<file path="src/hdl/ellipsoid_point_pushout_core_defines.svh">
// assertion helpers shared by the ellipsoid push-out core
`ifndef ELLIPSOID_POINT_PUSHOUT_CORE_DEFINES_SVH
`define ELLIPSOID_POINT_PUSHOUT_CORE_DEFINES_SVH

// same-cycle implication, checked out of reset
`define EPP_ASSERT_IMPL(label, ante, cons, msg) \
    label: assert property (@(posedge aclk) disable iff (!aresetn) (ante) |-> (cons)) \
        else $error(msg);

// next-cycle implication, checked out of reset
`define EPP_ASSERT_NEXT(label, ante, cons, msg) \
    label: assert property (@(posedge aclk) disable iff (!aresetn) (ante) |=> (cons)) \
        else $error(msg);

`endif

</file>
<file path="src/hdl/epp_pkg.sv">
package epp_pkg;

    // coordinate format and rotation entry format
    localparam int CW  = 21;
    localparam int MFB = 14;
    localparam int RW  = 16;

    // derived datapath widths
    localparam int DW   = CW + 1;
    localparam int PW   = RW + DW;
    localparam int AW   = PW + 2;
    localparam int LW   = AW - MFB;
    localparam int NPW  = 2 * CW + 1;
    localparam int NSH  = 4;
    localparam int NW   = 17;
    localparam int QW   = 2 * (NW - 1);
    localparam int LENW = QW / 2;
    localparam int SQSTEPS = QW / 2;
    localparam int MW   = NW + CW;
    localparam int QTW  = CW;
    localparam int SW   = CW + 1;
    localparam int BPW  = RW + SW;

    // register file
    localparam int REG_COORD_W = 3 * CW;
    localparam int REG_ROT_W   = 3 * RW;
    localparam int CFG_DW      = REG_COORD_W;
    localparam int CFG_AW      = 3;
    localparam logic [CFG_AW-1:0] REG_CENTER    = CFG_AW'(0);
    localparam logic [CFG_AW-1:0] REG_HALF      = CFG_AW'(1);
    localparam logic [CFG_AW-1:0] REG_INV_HALF  = CFG_AW'(2);
    localparam logic [CFG_AW-1:0] REG_ROT_X     = CFG_AW'(3);
    localparam logic [CFG_AW-1:0] REG_ROT_Y     = CFG_AW'(4);
    localparam logic [CFG_AW-1:0] REG_ROT_Z     = CFG_AW'(5);
    localparam logic [RW-1:0]     ROT_ONE       = RW'(1 << MFB);

    // stream packing
    localparam int TDATA_W = ((3 * CW + 7) / 8) * 8;

    // queue between front and back
    localparam int FIFO_DEPTH = 4;
    localparam int FAW        = 2;

    typedef struct packed {
        logic [2:0][CW-1:0]         center;
        logic [2:0][CW-1:0]         half;
        logic [2:0][CW-1:0]         inv;
        logic [2:0][2:0][RW-1:0]    rot;
    } cfg_t;

    // classified point handed from front to back
    typedef struct packed {
        logic                   hit;
        logic [2:0][CW-1:0]     p;
        logic [2:0][NW-1:0]     n;
        logic [QW-1:0]          q;
    } rec_t;

    typedef struct packed {
        logic           full;
        logic [FAW:0]   level;
    } fifo_stat_t;

    // rotation sum back to coordinate scale, rounded half up
    function automatic logic signed [LW-1:0] rnd_rot(input logic signed [AW-1:0] acc);
        logic signed [AW-1:0] t;
        t = acc + AW'(1 << (MFB - 1));
        return LW'(t >>> MFB);
    endfunction

endpackage

</file>
<file path="src/hdl/epp_fifo.sv">
module epp_fifo (
    input  logic                    aclk,
    input  logic                    aresetn,
    input  logic                    wr_valid,
    output logic                    wr_ready,
    input  epp_pkg::rec_t           wr_data,
    output logic                    rd_valid,
    input  logic                    rd_ready,
    output epp_pkg::rec_t           rd_data,
    output epp_pkg::fifo_stat_t     stat
);

    epp_pkg::rec_t                mem_reg [epp_pkg::FIFO_DEPTH];
    logic [epp_pkg::FAW-1:0]      wp_reg, rp_reg;
    logic [epp_pkg::FAW:0]        level_reg;
    logic                         push, pop;

    assign wr_ready   = (level_reg != (epp_pkg::FAW+1)'(epp_pkg::FIFO_DEPTH));
    assign rd_valid   = (level_reg != '0);
    assign rd_data    = mem_reg[rp_reg];
    assign push       = wr_valid && wr_ready;
    assign pop        = rd_valid && rd_ready;
    assign stat.full  = !wr_ready;
    assign stat.level = level_reg;

    // pointers and fill level
    always_ff @(posedge aclk) begin
        if (!aresetn) begin
            wp_reg    <= '0;
            rp_reg    <= '0;
            level_reg <= '0;
        end else begin
            if (push) begin
                wp_reg <= wp_reg + 1'b1;
            end
            if (pop) begin
                rp_reg <= rp_reg + 1'b1;
            end
            if (push && !pop) begin
                level_reg <= level_reg + 1'b1;
            end else if (pop && !push) begin
                level_reg <= level_reg - 1'b1;
            end
        end
    end

    // entry storage
    always_ff @(posedge aclk) begin
        if (push) begin
            mem_reg[wp_reg] <= wr_data;
        end
    end

endmodule

</file>
<file path="config.mk">
export PLATFORM = sky130hd
export DESIGN_NAME = epp_fifo
export DESIGN_NICKNAME = d
export VERILOG_FILES = /design/src/hdl/ellipsoid_point_pushout_core_defines.svh /design/src/hdl/epp_pkg.sv /design/src/hdl/epp_fifo.sv
export SDC_FILE = /design/constraint.sdc
export NUM_CORES = 1
export LEC_CHECK = 0
export BUFFER_PORTS_ARGS = -buffer_cell sky130_fd_sc_hd__buf_2
export CORE_UTILIZATION = 29
export CTS_CLUSTER_DIAMETER = 50
export DETAILED_ROUTE_END_ITERATION = 8
export GPL_ROUTABILITY_DRIVEN = 0
export PLACE_DENSITY = 0.49
export SYNTH_ARGS = -nofsm -noshare
export SYNTH_HDL_FRONTEND = slang
export SYNTH_SLANG_ARGS = --single-unit
</file>
<file path="constraint.sdc">
create_clock -name aclk -period 13.7 [get_ports aclk]
set_clock_uncertainty 0.2 [all_clocks]
set_input_delay 2.74 -clock aclk [delete_from_list [all_inputs] [get_ports aclk]]
set_output_delay 2.74 -clock aclk [all_outputs]
set_load 0.1 [all_outputs]
</file>
==> impl_metrics.prom, run 1 <==
# TYPE chip_impl_metric gauge
chip_impl_info{name="status",value="completed"} 1
chip_impl_metric{name="area.growth.synth_to_final",unit="%"} 22.6
chip_impl_metric{name="ant_nets",unit=""} 0
chip_impl_metric{name="cts.repair_timing.setup_buffer_count",unit=""} 0
chip_impl_metric{name="place_hpwl",unit="um"} 27300
chip_impl_info{name="root_buffer",value="clkbuf_16"} 1
chip_impl_metric{name="setup-violations-final",unit=""} 0
chip_impl_metric{name="hold_depth",unit=""} 2
chip_impl_info{name="setup.worst_path.start_class",value="register"} 1
chip_impl_metric{name="post-route-drc-count",unit=""} 0
chip_impl_info{name="synth.most_common_cell",value="edfxtp_1"} 1
chip_impl_metric{name="place.port_buffers",unit=""} 303
chip_impl_metric{name="tritoncts_num_sinks",unit=""} 597
chip_impl_metric{name="fmaxAchievable",unit="MHz"} 143
chip_impl_metric{name="slack_of_the_worst_reg_to_reg_path",unit="ns"} 10.18
chip_impl_metric{name="timing.final.crit_share",unit="%"} 50.9
chip_impl_metric{name="synth_largest_type_area_fraction",unit="%"} 80.9
chip_impl_metric{name="synthesized_area_per_cell",unit="um^2"} 26.7
chip_impl_metric{name="grt_pass1_wl",unit="um"} 69500
chip_impl_metric{name="initial_utilization",unit="%"} 29.3
chip_impl_info{name="critical_path.reg2reg.startpoint",value="level_reg[0]$_SDFFE_PN0P_"} 1
chip_impl_metric{name="rows",unit=""} 100
chip_impl_metric{name="vias",unit=""} 9784
chip_impl_metric{name="synthCells",unit=""} 818
chip_impl_metric{name="ctsLongestPathBuffers",unit=""} 3
chip_impl_metric{name="netlist_area",unit="mm^2"} 0.0218
chip_impl_metric{name="slew_headroom",unit="%"} 37.5
chip_impl_metric{name="postSynthRegisterBits",unit=""} 597
chip_impl_metric{name="largest_reg_flops",unit=""} 588
chip_impl_metric{name="max_cap_viol_count",unit=""} 0
chip_impl_metric{name="clkLatencyLatePin",unit="ns"} 0.61
chip_impl_metric{name="ys_seq_area_share",unit="%"} 81.7
chip_impl_metric{name="die_width",unit="um"} 276
chip_impl_metric{name="antenna_found_initial",unit=""} 6
chip_impl_metric{name="drtIter0Drc",unit=""} 513
chip_impl_info{name="class_of_the_most_critical_hold_timing_path",value="reg2reg"} 1
chip_impl_metric{name="fin_hold_ws",unit="ns"} 0.299
chip_impl_metric{name="detail_route.first_pass.iterations",unit=""} 4
chip_impl_metric{name="globalRouteOverflowTotal",unit=""} 0
chip_impl_metric{name="largest_fanout_on_the_critical_path",unit=""} 40
chip_impl_info{name="criticalPathCategory",value="reg2out"} 1
chip_impl_info{name="synth.largest_area_cell",value="edfxtp_1"} 1
chip_impl_metric{name="grt_start_max_net_pins",unit=""} 56
chip_impl_metric{name="holdBufCountCts",unit=""} 0
chip_impl_metric{name="die-height",unit="um"} 276
chip_impl_metric{name="detail_route.wl_per_cell",unit="um"} 21.0
chip_impl_metric{name="io_pins",unit=""} 304
chip_impl_info{name="holdCritStartpoint",value="wp_reg[1]$_SDFFE_PN0P_"} 1
chip_impl_metric{name="resized_cells_post_cts",unit=""} 0
chip_impl_info{name="regToRegEndpoint",value="mem_reg[0][130]$_DFFE_PP_"} 1
chip_impl_info{name="netlist_top_cells_count",value="edfxtp_1 (588), mux4_2 (147), buf_2 (15)"} 1
chip_impl_metric{name="worst-r2r-cell-count",unit=""} 7
chip_impl_metric{name="routed_via_density",unit=""} 4.43
chip_impl_metric{name="synth_warnings",unit=""} 0
chip_impl_metric{name="setup_total_negative_slack",unit="ns"} 0
chip_impl_info{name="setup.worst_path.end_class",value="output pin"} 1
chip_impl_metric{name="post_route_cells_drive_above_1_share",unit="%"} 47.1
chip_impl_metric{name="cp_data_arrival_time",unit="ns"} 4.03
chip_impl_metric{name="final_routed_wirelength_across_all_metal_layers",unit="um"} 46400
chip_impl_metric{name="cts-buffers-inserted",unit=""} 74
chip_impl_metric{name="count_of_flip_flops_with_a_built_in_enable_after_synthesis",unit=""} 588
chip_impl_metric{name="first_global_vias",unit=""} 10630
chip_impl_metric{name="clkSlewWorstSetupHoldPaths",unit="ns"} 0.05
chip_impl_info{name="postSynth.topFlopCell",value="edfxtp_1"} 1
chip_impl_metric{name="worst_pin_slew",unit="ns"} 0.937
chip_impl_metric{name="core-area",unit="mm^2"} 0.0744
chip_impl_metric{name="grt.total_usage",unit="%"} 12.2
chip_impl_metric{name="synth.net_count",unit=""} 975
chip_impl_metric{name="postSynth.asyncResetShare",unit="%"} 0
chip_impl_metric{name="count_of_unique_library_cells_instantiated_by_yosys",unit=""} 24
chip_impl_metric{name="timing.final.hold_violations",unit=""} 0
chip_impl_metric{name="slew_viol_final",unit=""} 0
chip_impl_metric{name="cts-htree-levels",unit=""} 3
chip_impl_info{name="synth_area_leaders",value="edfxtp_1 (81%), mux4_2 (15%), buf_12 (1.3%)"} 1
chip_impl_metric{name="period_minus_slack",unit="ns"} 6.97
chip_impl_metric{name="floorplan_die_area",unit="mm^2"} 0.0764
chip_impl_metric{name="final_net_count",unit=""} 1333
chip_impl_info{name="grt_setup_unrepaired",value="no"} 1
chip_impl_info{name="clock_tree_from_tritoncts",value="done"} 1
chip_impl_info{name="min_delay_worst_endpoint",value="wp_reg[1]$_SDFFE_PN0P_"} 1
chip_impl_metric{name="timing.critical_path.required",unit="ns"} 10.76
[how the worst max path moves through the flow]
stage / depth (start not counted) / endpoint / from / slack (ns)
floorplan: 3 / mem_reg[0][0]$_DFFE_PP_ / wr_valid / 6.56
global placement: 4 / rd_data[113] / register / 7.12
detailed placement: 4 / rd_data[79] / register / 7.12
CTS: 4 / rd_data[79] / register / 6.42
global route: 4 / rd_data[79] / register / 6.27
finish: 4 / rd_data[79] / register / 6.73
[through the flow]
| step | setup slack (ns) | instance area [um^2] | std cells | utilization [%] |
|---|---|---|---|---|
| floorplan | 6.56 | 21800 | 818 | - |
| global placement | 7.12 | 24300 | 2069 | 32.6 |
| detailed placement | 7.12 | 24300 | 2069 | 32.6 |
| CTS | 6.42 | 26800 | 2205 | 35.9 |
| global route | 6.27 | 26800 | 2205 | 35.9 |
| finish | 6.73 | 26800 | 2207 | 36.0 |
[cell usage in the layout (no fill, tap or decap)]
cell        instances
a21boi_0            1
and2_1              4
and2_4              4
buf_2             303
buf_4              14
bufinv_16           6
clkbuf_1           11
clkbuf_16          74
clkinv_1           13
clkinv_16           4
clkinv_2            8
clkinv_4            6
clkinv_8            1
clkinvlp_4          6
dfxtp_1             7
dfxtp_4             2
diode_2             2
edfxtp_1          588
fa_1                1
ha_1                5
inv_1               4
inv_16              1
inv_6               4
inv_8               2
mux2i_1             3
mux4_2            147
nand2_1             5
nor2_1              1
nor2b_1             2
o21ai_0             1
o311ai_0            1
o31ai_1             1
or3_1               2
xnor2_1             3
xor2_1              1
[layout make-up]
class / count / area, um^2
fillers: 6811 / 47700
flip-flops and latches: 597 / 17800
multi-input cells: 182 / 3590
clock buffers: 85 / 1890
repair buffers: 317 / 1620
well taps: 969 / 1210
clock inverters: 51 / 581
inverters: 4 / 15.0
diodes: 2 / 5.00
[layer usage]
metal,vias up,wire [um],part of all wire (%),track usage (%)
met5,-,63,0.14,0
met4,10,1210,2.6,4.44
met3,81,2540,5.5,3.41
met2,262,23400,50,20.5
met1,5162,19200,41,15.0
li1,4269,-,-,-
[worst max-delay path: stages, from the launching register on]
cell and delay, ns:
dfxtp_4 0.89, buf_4 0.79, buf_4 0.68, mux4_2 0.61, buf_2 0.31
[kinds of logic (layout without fill, tap and decap cells)]
group                    count (synthesis)  after routing  synth area share (%)
multiplexers                           150            150                  15.3
buffers and inverters                   39            457                  1.90
other                                    0              2                     0
flip-flops                             597            597                  81.7
adder cells (fa/ha/maj)                  6              6                 0.378
AO/OA/AOI/OAI                            4              4                 0.132
AND/OR/NAND/NOR                         18             18                 0.447
XOR/XNOR                                 4              4                 0.160
Power of run 1 is left out: the tool's default activity adds up to more than one toggle a clock period on the data nets, which glitch-free logic cannot reach.
==> run 2, diff against run 1 <==
--- a/config.mk
+++ b/config.mk
@@ -5,12 +5,13 @@
 export SDC_FILE = /design/constraint.sdc
 export NUM_CORES = 1
 export LEC_CHECK = 0
+export ABC_AREA = 1
 export BUFFER_PORTS_ARGS = -buffer_cell sky130_fd_sc_hd__buf_2
 export CORE_UTILIZATION = 29
 export CTS_CLUSTER_DIAMETER = 50
 export DETAILED_ROUTE_END_ITERATION = 8
 export GPL_ROUTABILITY_DRIVEN = 0
-export PLACE_DENSITY = 0.49
+export PLACE_DENSITY = 0.5
 export SYNTH_ARGS = -nofsm -noshare
 export SYNTH_HDL_FRONTEND = slang
 export SYNTH_SLANG_ARGS = --single-unit
==> constraint.sdc (replaced) <==
create_clock -name aclk -period 6.3 [get_ports aclk]
set_clock_uncertainty 0.2 [all_clocks]
set_input_delay 1.26 -clock aclk [delete_from_list [all_inputs] [get_ports aclk]]
set_output_delay 1.26 -clock aclk [all_outputs]
set_load 0.1 [all_outputs]
==> impl_metrics.prom, run 2 <==
# TYPE chip_impl_metric gauge
chip_impl_metric{name="routed_via_density",unit=""} 4.61
chip_impl_metric{name="synth.net_count",unit=""} 1647
chip_impl_metric{name="grt.total_usage",unit="%"} 13.5
chip_impl_metric{name="drtIter0Drc",unit=""} 734
chip_impl_metric{name="io_pins",unit=""} 304
chip_impl_metric{name="grt_start_max_net_pins",unit=""} 158
chip_impl_metric{name="post_route_cells_drive_above_1_share",unit="%"} 30.9
chip_impl_metric{name="post-route-drc-count",unit=""} 0
chip_impl_metric{name="n_fill_cell",unit=""} 7407
chip_impl_metric{name="final_net_count",unit=""} 1952
chip_impl_info{name="setup.worst_path.end_class",value="output pin"} 1
chip_impl_metric{name="synthesized_area_per_cell",unit="um^2"} 15.3
chip_impl_info{name="setup.worst_path.start_class",value="register"} 1
chip_impl_metric{name="power_per_cell_area",unit="mW/mm^2"} 547
chip_impl_metric{name="detail_route.first_pass.iterations",unit=""} 5
chip_impl_metric{name="ctsLongestPathBuffers",unit=""} 3
chip_impl_metric{name="power_leakage",unit="nW"} 9.52
chip_impl_metric{name="synth_warnings",unit=""} 0
chip_impl_metric{name="timing.critical_path.slowest_cell_delay",unit="ns"} 0.65
chip_impl_metric{name="die-height",unit="um"} 283
chip_impl_metric{name="grt_pass1_wl",unit="um"} 81400
chip_impl_metric{name="globalRouteOverflowTotal",unit=""} 0
chip_impl_metric{name="resized_cells_post_cts",unit=""} 0
chip_impl_metric{name="clkLatencyLatePin",unit="ns"} 0.58
chip_impl_metric{name="cp_data_arrival_time",unit="ns"} 2.93
chip_impl_info{name="criticalPathCategory",value="reg2out"} 1
chip_impl_metric{name="slack_of_the_worst_reg_to_reg_path",unit="ns"} 3.51
chip_impl_metric{name="synthCells",unit=""} 1490
chip_impl_info{name="regToRegEndpoint",value="mem_reg[2][93]$_DFFE_PP_"} 1
chip_impl_metric{name="rows",unit=""} 102
chip_impl_metric{name="floorplan_die_area",unit="mm^2"} 0.0799
chip_impl_info{name="critical_path.reg2reg.startpoint",value="level_reg[0]$_SDFFE_PN0P_"} 1
chip_impl_metric{name="setup-violations-final",unit=""} 0
chip_impl_metric{name="maximum_ir_drop_on_the_vdd_rail",unit="mV"} 0.327
chip_impl_metric{name="ys_seq_area_share",unit="%"} 78.1
chip_impl_metric{name="cts.repair_timing.setup_buffer_count",unit=""} 0
chip_impl_metric{name="initial_utilization",unit="%"} 29.4
chip_impl_metric{name="period_minus_slack",unit="ns"} 4.39
chip_impl_info{name="layout.cells.most_common_list",value="edfxtp_1 (588), buf_2 (303), nor2_1 (244)"} 1
chip_impl_metric{name="largest_fanout_on_the_critical_path",unit=""} 152
chip_impl_info{name="holdCritStartpoint",value="rp_reg[0]$_SDFFE_PN0P_"} 1
chip_impl_info{name="root_buffer",value="clkbuf_16"} 1
chip_impl_info{name="postSynth.topFlopCell",value="edfxtp_1"} 1
chip_impl_metric{name="place.port_buffers",unit=""} 303
chip_impl_info{name="final_common_cell",value="edfxtp_1"} 1
chip_impl_metric{name="antenna_found_initial",unit=""} 20
chip_impl_info{name="worst_path_max_delay_cell",value="inv_8"} 1
chip_impl_metric{name="cts-htree-levels",unit=""} 3
chip_impl_info{name="synth_area_leaders",value="edfxtp_1 (77%), nor2_1 (4.1%), o21ai_0 (3.9%)"} 1
chip_impl_info{name="synth.largest_area_cell",value="edfxtp_1"} 1
chip_impl_metric{name="total_power",unit="W"} 0.0152
chip_impl_metric{name="cts-buffers-inserted",unit=""} 77
chip_impl_info{name="netlist_top_cells_count",value="edfxtp_1 (588), nor2_1 (248), o21ai_0 (178)"} 1
chip_impl_info{name="timing.critical_path.cells",value="inv_8, buf_4, o21ai_1, o22ai_1, buf_2"} 1
chip_impl_metric{name="slew_viol_final",unit=""} 0
chip_impl_info{name="class_of_the_most_critical_hold_timing_path",value="reg2reg"} 1
chip_impl_metric{name="postSynth.asyncResetShare",unit="%"} 0
chip_impl_info{name="min_delay_worst_endpoint",value="rp_reg[0]$_SDFFE_PN0P_"} 1
chip_impl_metric{name="timing.final.hold_violations",unit=""} 0
chip_impl_metric{name="fmaxAchievable",unit="MHz"} 228
chip_impl_metric{name="largest_reg_flops",unit=""} 588
chip_impl_metric{name="worst-r2r-cell-count",unit=""} 6
chip_impl_metric{name="first_global_vias",unit=""} 13704
chip_impl_info{name="status",value="completed"} 1
chip_impl_metric{name="vias",unit=""} 13404
chip_impl_metric{name="holdBufCountCts",unit=""} 0
chip_impl_metric{name="detail_route.wl_per_cell",unit="um"} 18.8
chip_impl_metric{name="slew_headroom",unit="%"} 32.4
chip_impl_info{name="clock_tree_from_tritoncts",value="done"} 1
chip_impl_metric{name="synth_largest_type_area_fraction",unit="%"} 77.3
chip_impl_metric{name="postSynthRegisterBits",unit=""} 597
chip_impl_metric{name="place_hpwl",unit="um"} 29000
chip_impl_metric{name="tritoncts_num_sinks",unit=""} 597
chip_impl_metric{name="netlist_area",unit="mm^2"} 0.0228
chip_impl_metric{name="count_of_flip_flops_with_a_built_in_enable_after_synthesis",unit=""} 588
chip_impl_metric{name="final_routed_wirelength_across_all_metal_layers",unit="um"} 54800
chip_impl_metric{name="timing.final.crit_share",unit="%"} 69.7
chip_impl_metric{name="timing.critical_path.required",unit="ns"} 4.84
chip_impl_info{name="synth.most_common_cell",value="edfxtp_1"} 1
chip_impl_metric{name="core-area",unit="mm^2"} 0.0777
chip_impl_metric{name="setup_total_negative_slack",unit="ns"} 0
chip_impl_metric{name="area.growth.synth_to_final",unit="%"} 22.1
chip_impl_info{name="grt_setup_unrepaired",value="no"} 1
chip_impl_metric{name="hold_depth",unit=""} 2
chip_impl_metric{name="die_width",unit="um"} 283
chip_impl_metric{name="max_cap_viol_count",unit=""} 0
chip_impl_metric{name="clkSlewWorstSetupHoldPaths",unit="ns"} 0.06
chip_impl_metric{name="count_of_unique_library_cells_instantiated_by_yosys",unit=""} 24
chip_impl_metric{name="ant_nets",unit=""} 0
chip_impl_metric{name="final_util",unit="%"} 35.9
chip_impl_metric{name="worst_pin_slew",unit="ns"} 1.01
[run 2: per-layer routing]
| metal | routed length, um | share of wire (%) | GRT usage [%] |
|---|---|---|---|
| met5 | 162 | 0.30 | 0 |
| met4 | 1380 | 2.5 | 4.68 |
| met3 | 3770 | 6.9 | 4.71 |
| met2 | 27700 | 51 | 23.9 |
| met1 | 21700 | 40 | 15.0 |
[run 2: logic make-up (layout without fill, tap and decap cells)]
group | count (synthesis) | after routing | synth area share [%]
buffers and inverters | 113 | 481 | 3.19
XOR/XNOR | 1 | 1 | 0.0384
other | 0 | 7 | 0
AO/OA/AOI/OAI | 445 | 445 | 12.2
flip-flops | 597 | 597 | 78.1
adder cells (fa/ha/maj) | 6 | 6 | 0.362
AND/OR/NAND/NOR | 328 | 328 | 6.09
[run 2: final cells by class]
class | instances | area (um^2) | share of cell area [%]
flip-flops and latches | 597 | 17800 | 64.0
multi-input cells | 780 | 4300 | 15.4
clock buffers | 89 | 2000 | 7.18
repair buffers | 322 | 1800 | 6.44
well taps | 1040 | 1300 | 4.67
clock inverters | 53 | 546 | 1.96
inverters | 17 | 73.8 | 0.265
diodes | 7 | 17.5 | 0.0628
[run 2: worst max path at each step]
stage | to | slack (ns) | depth (start not counted) | start
4_1_cts | rd_data[62] | 1.80 | 5 | register
3_3_place_gp | rd_data[62] | 2.47 | 5 | register
2_1_floorplan | mem_reg[1][0]$_DFFE_PP_ | -0.50 | 4 | level_reg[1]$_SDFFE_PN0P_
6_report | rd_data[62] | 1.91 | 5 | register
3_5_place_dp | rd_data[62] | 2.45 | 5 | register
5_1_grt | rd_data[62] | 1.68 | 5 | register
[run 2: worst max-delay path: cells and delay by family, from the launching register on]
family	cells	cell delay, ns
buf+inv	3	1.59
compound gates	2	0.30
flops	1	0.38
[run 2: power breakdown]
group | internal, W | total (W) | switching, W
clock network | 0.00257 | 0.00427 | 0.00170
logic | 0.000894 | 0.00604 | 0.00514
registers | 0.00483 | 0.00494 | 0.000105
total | 0.00829 | 0.0152 | 0.00695
[run 2: per-stage QoR]
step                      hold WS, ns  worst slack (ns)  area (um^2)  cells
after floorplan                 0.265            -0.502        22800   1490
after global placement          0.275              2.47        25300   2756
after detailed placement        0.309              2.45        25300   2756
after CTS                       0.318              1.80        27900   2898
after global routing            0.353              1.68        27900   2901
final                           0.317              1.91        27900   2905
No activity file was read; power rests on OpenSTA's default activity.
==> run 3, diff against run 2 <==
--- a/config.mk
+++ b/config.mk
@@ -5,13 +5,13 @@
 export SDC_FILE = /design/constraint.sdc
 export NUM_CORES = 1
 export LEC_CHECK = 0
-export ABC_AREA = 1
+export ABC_AREA = 0
 export BUFFER_PORTS_ARGS = -buffer_cell sky130_fd_sc_hd__buf_2
 export CORE_UTILIZATION = 29
 export CTS_CLUSTER_DIAMETER = 50
 export DETAILED_ROUTE_END_ITERATION = 8
 export GPL_ROUTABILITY_DRIVEN = 0
-export PLACE_DENSITY = 0.5
+export PLACE_DENSITY = 0.51
 export SYNTH_ARGS = -nofsm -noshare
 export SYNTH_HDL_FRONTEND = slang
 export SYNTH_SLANG_ARGS = --single-unit
==> constraint.sdc (replaced) <==
create_clock -name aclk -period 4 [get_ports aclk]
set_clock_uncertainty 0.2 [all_clocks]
set_input_delay 0.8 -clock aclk [delete_from_list [all_inputs] [get_ports aclk]]
set_output_delay 0.8 -clock aclk [all_outputs]
set_load 0.1 [all_outputs]
==> impl_metrics.prom, run 3 (synthesis gave the netlist of run 1 again) <==
# TYPE chip_impl_metric gauge
chip_impl_metric{name="resized_cells_post_cts",unit=""} 0
chip_impl_info{name="class_of_the_most_critical_hold_timing_path",value="in2reg"} 1
chip_impl_metric{name="detail_route.wl_per_cell",unit="um"} 20.8
chip_impl_metric{name="n_fill_cell",unit=""} 6815
chip_impl_metric{name="slew_viol_final",unit=""} 0
chip_impl_metric{name="tritoncts_num_sinks",unit=""} 597
chip_impl_metric{name="place.port_buffers",unit=""} 303
chip_impl_metric{name="io_pins",unit=""} 304
chip_impl_info{name="clock_tree_from_tritoncts",value="done"} 1
chip_impl_metric{name="cts.repair_timing.setup_buffer_count",unit=""} 0
chip_impl_metric{name="worst-r2r-cell-count",unit=""} 10
chip_impl_metric{name="globalRouteOverflowTotal",unit=""} 0
chip_impl_metric{name="final_net_count",unit=""} 1348
chip_impl_info{name="regToRegEndpoint",value="level_reg[2]$_SDFFE_PN0P_"} 1
chip_impl_info{name="root_buffer",value="clkbuf_16"} 1
chip_impl_metric{name="ctsLongestPathBuffers",unit=""} 3
chip_impl_metric{name="hold_depth",unit=""} 1
chip_impl_metric{name="first_global_vias",unit=""} 10902
chip_impl_metric{name="detail_route.first_pass.iterations",unit=""} 4
chip_impl_info{name="setup.worst_path.end_class",value="output pin"} 1
chip_impl_info{name="holdCritStartpoint",value="wr_data[8]"} 1
chip_impl_metric{name="timing.final.crit_share",unit="%"} 85.4
chip_impl_metric{name="max_cap_viol_count",unit=""} 0
chip_impl_metric{name="drtIter0Drc",unit=""} 601
chip_impl_metric{name="cp_data_arrival_time",unit="ns"} 2.42
chip_impl_metric{name="clkSlewWorstSetupHoldPaths",unit="ns"} 0.05
chip_impl_metric{name="largest_fanout_on_the_critical_path",unit=""} 58
chip_impl_metric{name="ant_nets",unit=""} 0
chip_impl_metric{name="cts-htree-levels",unit=""} 3
chip_impl_metric{name="place_hpwl",unit="um"} 27700
chip_impl_info{name="critical_path.reg2reg.startpoint",value="level_reg[0]$_SDFFE_PN0P_"} 1
chip_impl_metric{name="post-route-drc-count",unit=""} 0
chip_impl_metric{name="setup_total_negative_slack",unit="ns"} 0
chip_impl_metric{name="fmaxAchievable",unit="MHz"} 293
chip_impl_metric{name="initial_utilization",unit="%"} 29.3
chip_impl_metric{name="die_width",unit="um"} 276
chip_impl_metric{name="post_route_cells_drive_above_1_share",unit="%"} 48.3
chip_impl_metric{name="routed_via_density",unit=""} 4.43
chip_impl_metric{name="period_minus_slack",unit="ns"} 3.42
chip_impl_metric{name="setup_ws",unit="ns"} 0.584
chip_impl_info{name="criticalPathCategory",value="reg2out"} 1
chip_impl_metric{name="grt.total_usage",unit="%"} 12.2
chip_impl_metric{name="postLayoutCellArea",unit="mm^2"} 0.0271
chip_impl_metric{name="area.growth.synth_to_final",unit="%"} 24.0
chip_impl_metric{name="antenna_found_initial",unit=""} 13
chip_impl_metric{name="vias",unit=""} 9836
chip_impl_metric{name="slew_headroom",unit="%"} 56.1
chip_impl_metric{name="timing.critical_path.required",unit="ns"} 3.00
chip_impl_metric{name="largest_reg_flops",unit=""} 588
chip_impl_metric{name="slack_of_the_worst_reg_to_reg_path",unit="ns"} 1.34
chip_impl_metric{name="die-height",unit="um"} 276
chip_impl_metric{name="core-area",unit="mm^2"} 0.0744
chip_impl_metric{name="worst_pin_slew",unit="ns"} 0.659
chip_impl_metric{name="clkLatencyLatePin",unit="ns"} 0.59
chip_impl_metric{name="floorplan_die_area",unit="mm^2"} 0.0764
chip_impl_metric{name="grt_start_max_net_pins",unit=""} 84
chip_impl_info{name="setup.worst_path.start_class",value="register"} 1
chip_impl_metric{name="cts-buffers-inserted",unit=""} 74
chip_impl_metric{name="pre_cts_slack",unit="ns"} 0.986
chip_impl_metric{name="rows",unit=""} 100
chip_impl_info{name="layout.cells.most_common_list",value="edfxtp_1 (588), buf_2 (303), mux4_2 (147)"} 1
chip_impl_metric{name="placement.cell_area",unit="mm^2"} 0.0246
chip_impl_metric{name="final_routed_wirelength_across_all_metal_layers",unit="um"} 46100
chip_impl_info{name="grt_setup_unrepaired",value="no"} 1
chip_impl_metric{name="timing.final.hold_violations",unit=""} 0
chip_impl_metric{name="setup-violations-final",unit=""} 0
chip_impl_info{name="status",value="completed"} 1
chip_impl_info{name="final_common_cell",value="edfxtp_1"} 1
chip_impl_metric{name="holdBufCountCts",unit=""} 0
chip_impl_info{name="min_delay_worst_endpoint",value="mem_reg[1][8]$_DFFE_PP_"} 1
chip_impl_metric{name="grt_pass1_wl",unit="um"} 69000
## run 3: cell count changes in the layout (fill, tap and decap cells not counted), moves of 5 or more
cell / delta
clkinv_2: -5
o21ai_1: -117
o21ai_0: -177
nand2_1: -11
mux4_2: +147
nor2_1: -243
diode_2: -5
o22ai_2: -60
nor2_2: -60
inv_1: -10
o22ai_1: -87
buf_12: +6
## run 3: through the flow
| step | hold slack (ns) | utilization, % | cells |
|---|---|---|---|
| 4_1_cts | 0.161 | 36.4 | 2217 |
| 5_1_grt | 0.169 | 36.4 | 2219 |
| 3_5_place_dp | 0.292 | 33.1 | 2084 |
| 2_1_floorplan | 0.268 | - | 818 |
| 3_3_place_gp | 0.287 | 33.1 | 2084 |
| 6_report | 0.215 | 36.4 | 2219 |
## run 3: critical path: stages, from the launching register on
cell and delay, ns:
dfxtp_4 0.39, buf_12 0.36, mux4_2 0.61, buf_2 0.32
## run 3: area by class of cell
| type | count | area [um^2] | share of cell area [%] |
|---|---|---|---|
| Clock buffer | 85 | 1940 | 7.15 |
| Sequential cell | 597 | 17800 | 65.9 |
| Tap cell | 969 | 1210 | 4.48 |
| Inverter | 4 | 15.0 | 0.0555 |
| Timing Repair Buffer | 332 | 1950 | 7.19 |
| Antenna cell | 2 | 5.00 | 0.0185 |
| Clock inverter | 48 | 512 | 1.89 |
| Multi-Input combinational cell | 182 | 3600 | 13.3 |
## run 3: worst max-delay path by stage
stage          cells after the start                       from                         to  slack [ns]
2_1_floorplan                     10  level_reg[2]$_SDFFE_PN0P_  level_reg[2]$_SDFFE_PN0P_        0.06
3_3_place_gp                       4                   wr_valid  mem_reg[2][127]$_DFFE_PP_        1.04
3_5_place_dp                       8                   wr_valid  level_reg[2]$_SDFFE_PN0P_        0.99
4_1_cts                            3                   register               rd_data[108]        0.51
5_1_grt                            3                   register               rd_data[108]        0.46
6_report                           3                   register               rd_data[108]        0.58
## run 3: layer usage
| metal | vias to the layer above | GRT usage (%) | wire length [um] |
|---|---|---|---|
| met4 | 22 | 4.66 | 1080 |
| li1 | 4308 | - | - |
| met2 | 266 | 19.9 | 22800 |
| met5 | - | 0 | 126 |
| met1 | 5145 | 14.6 | 18600 |
| met3 | 95 | 4.50 | 3470 |
Power of run 3 is left out for the same reason.
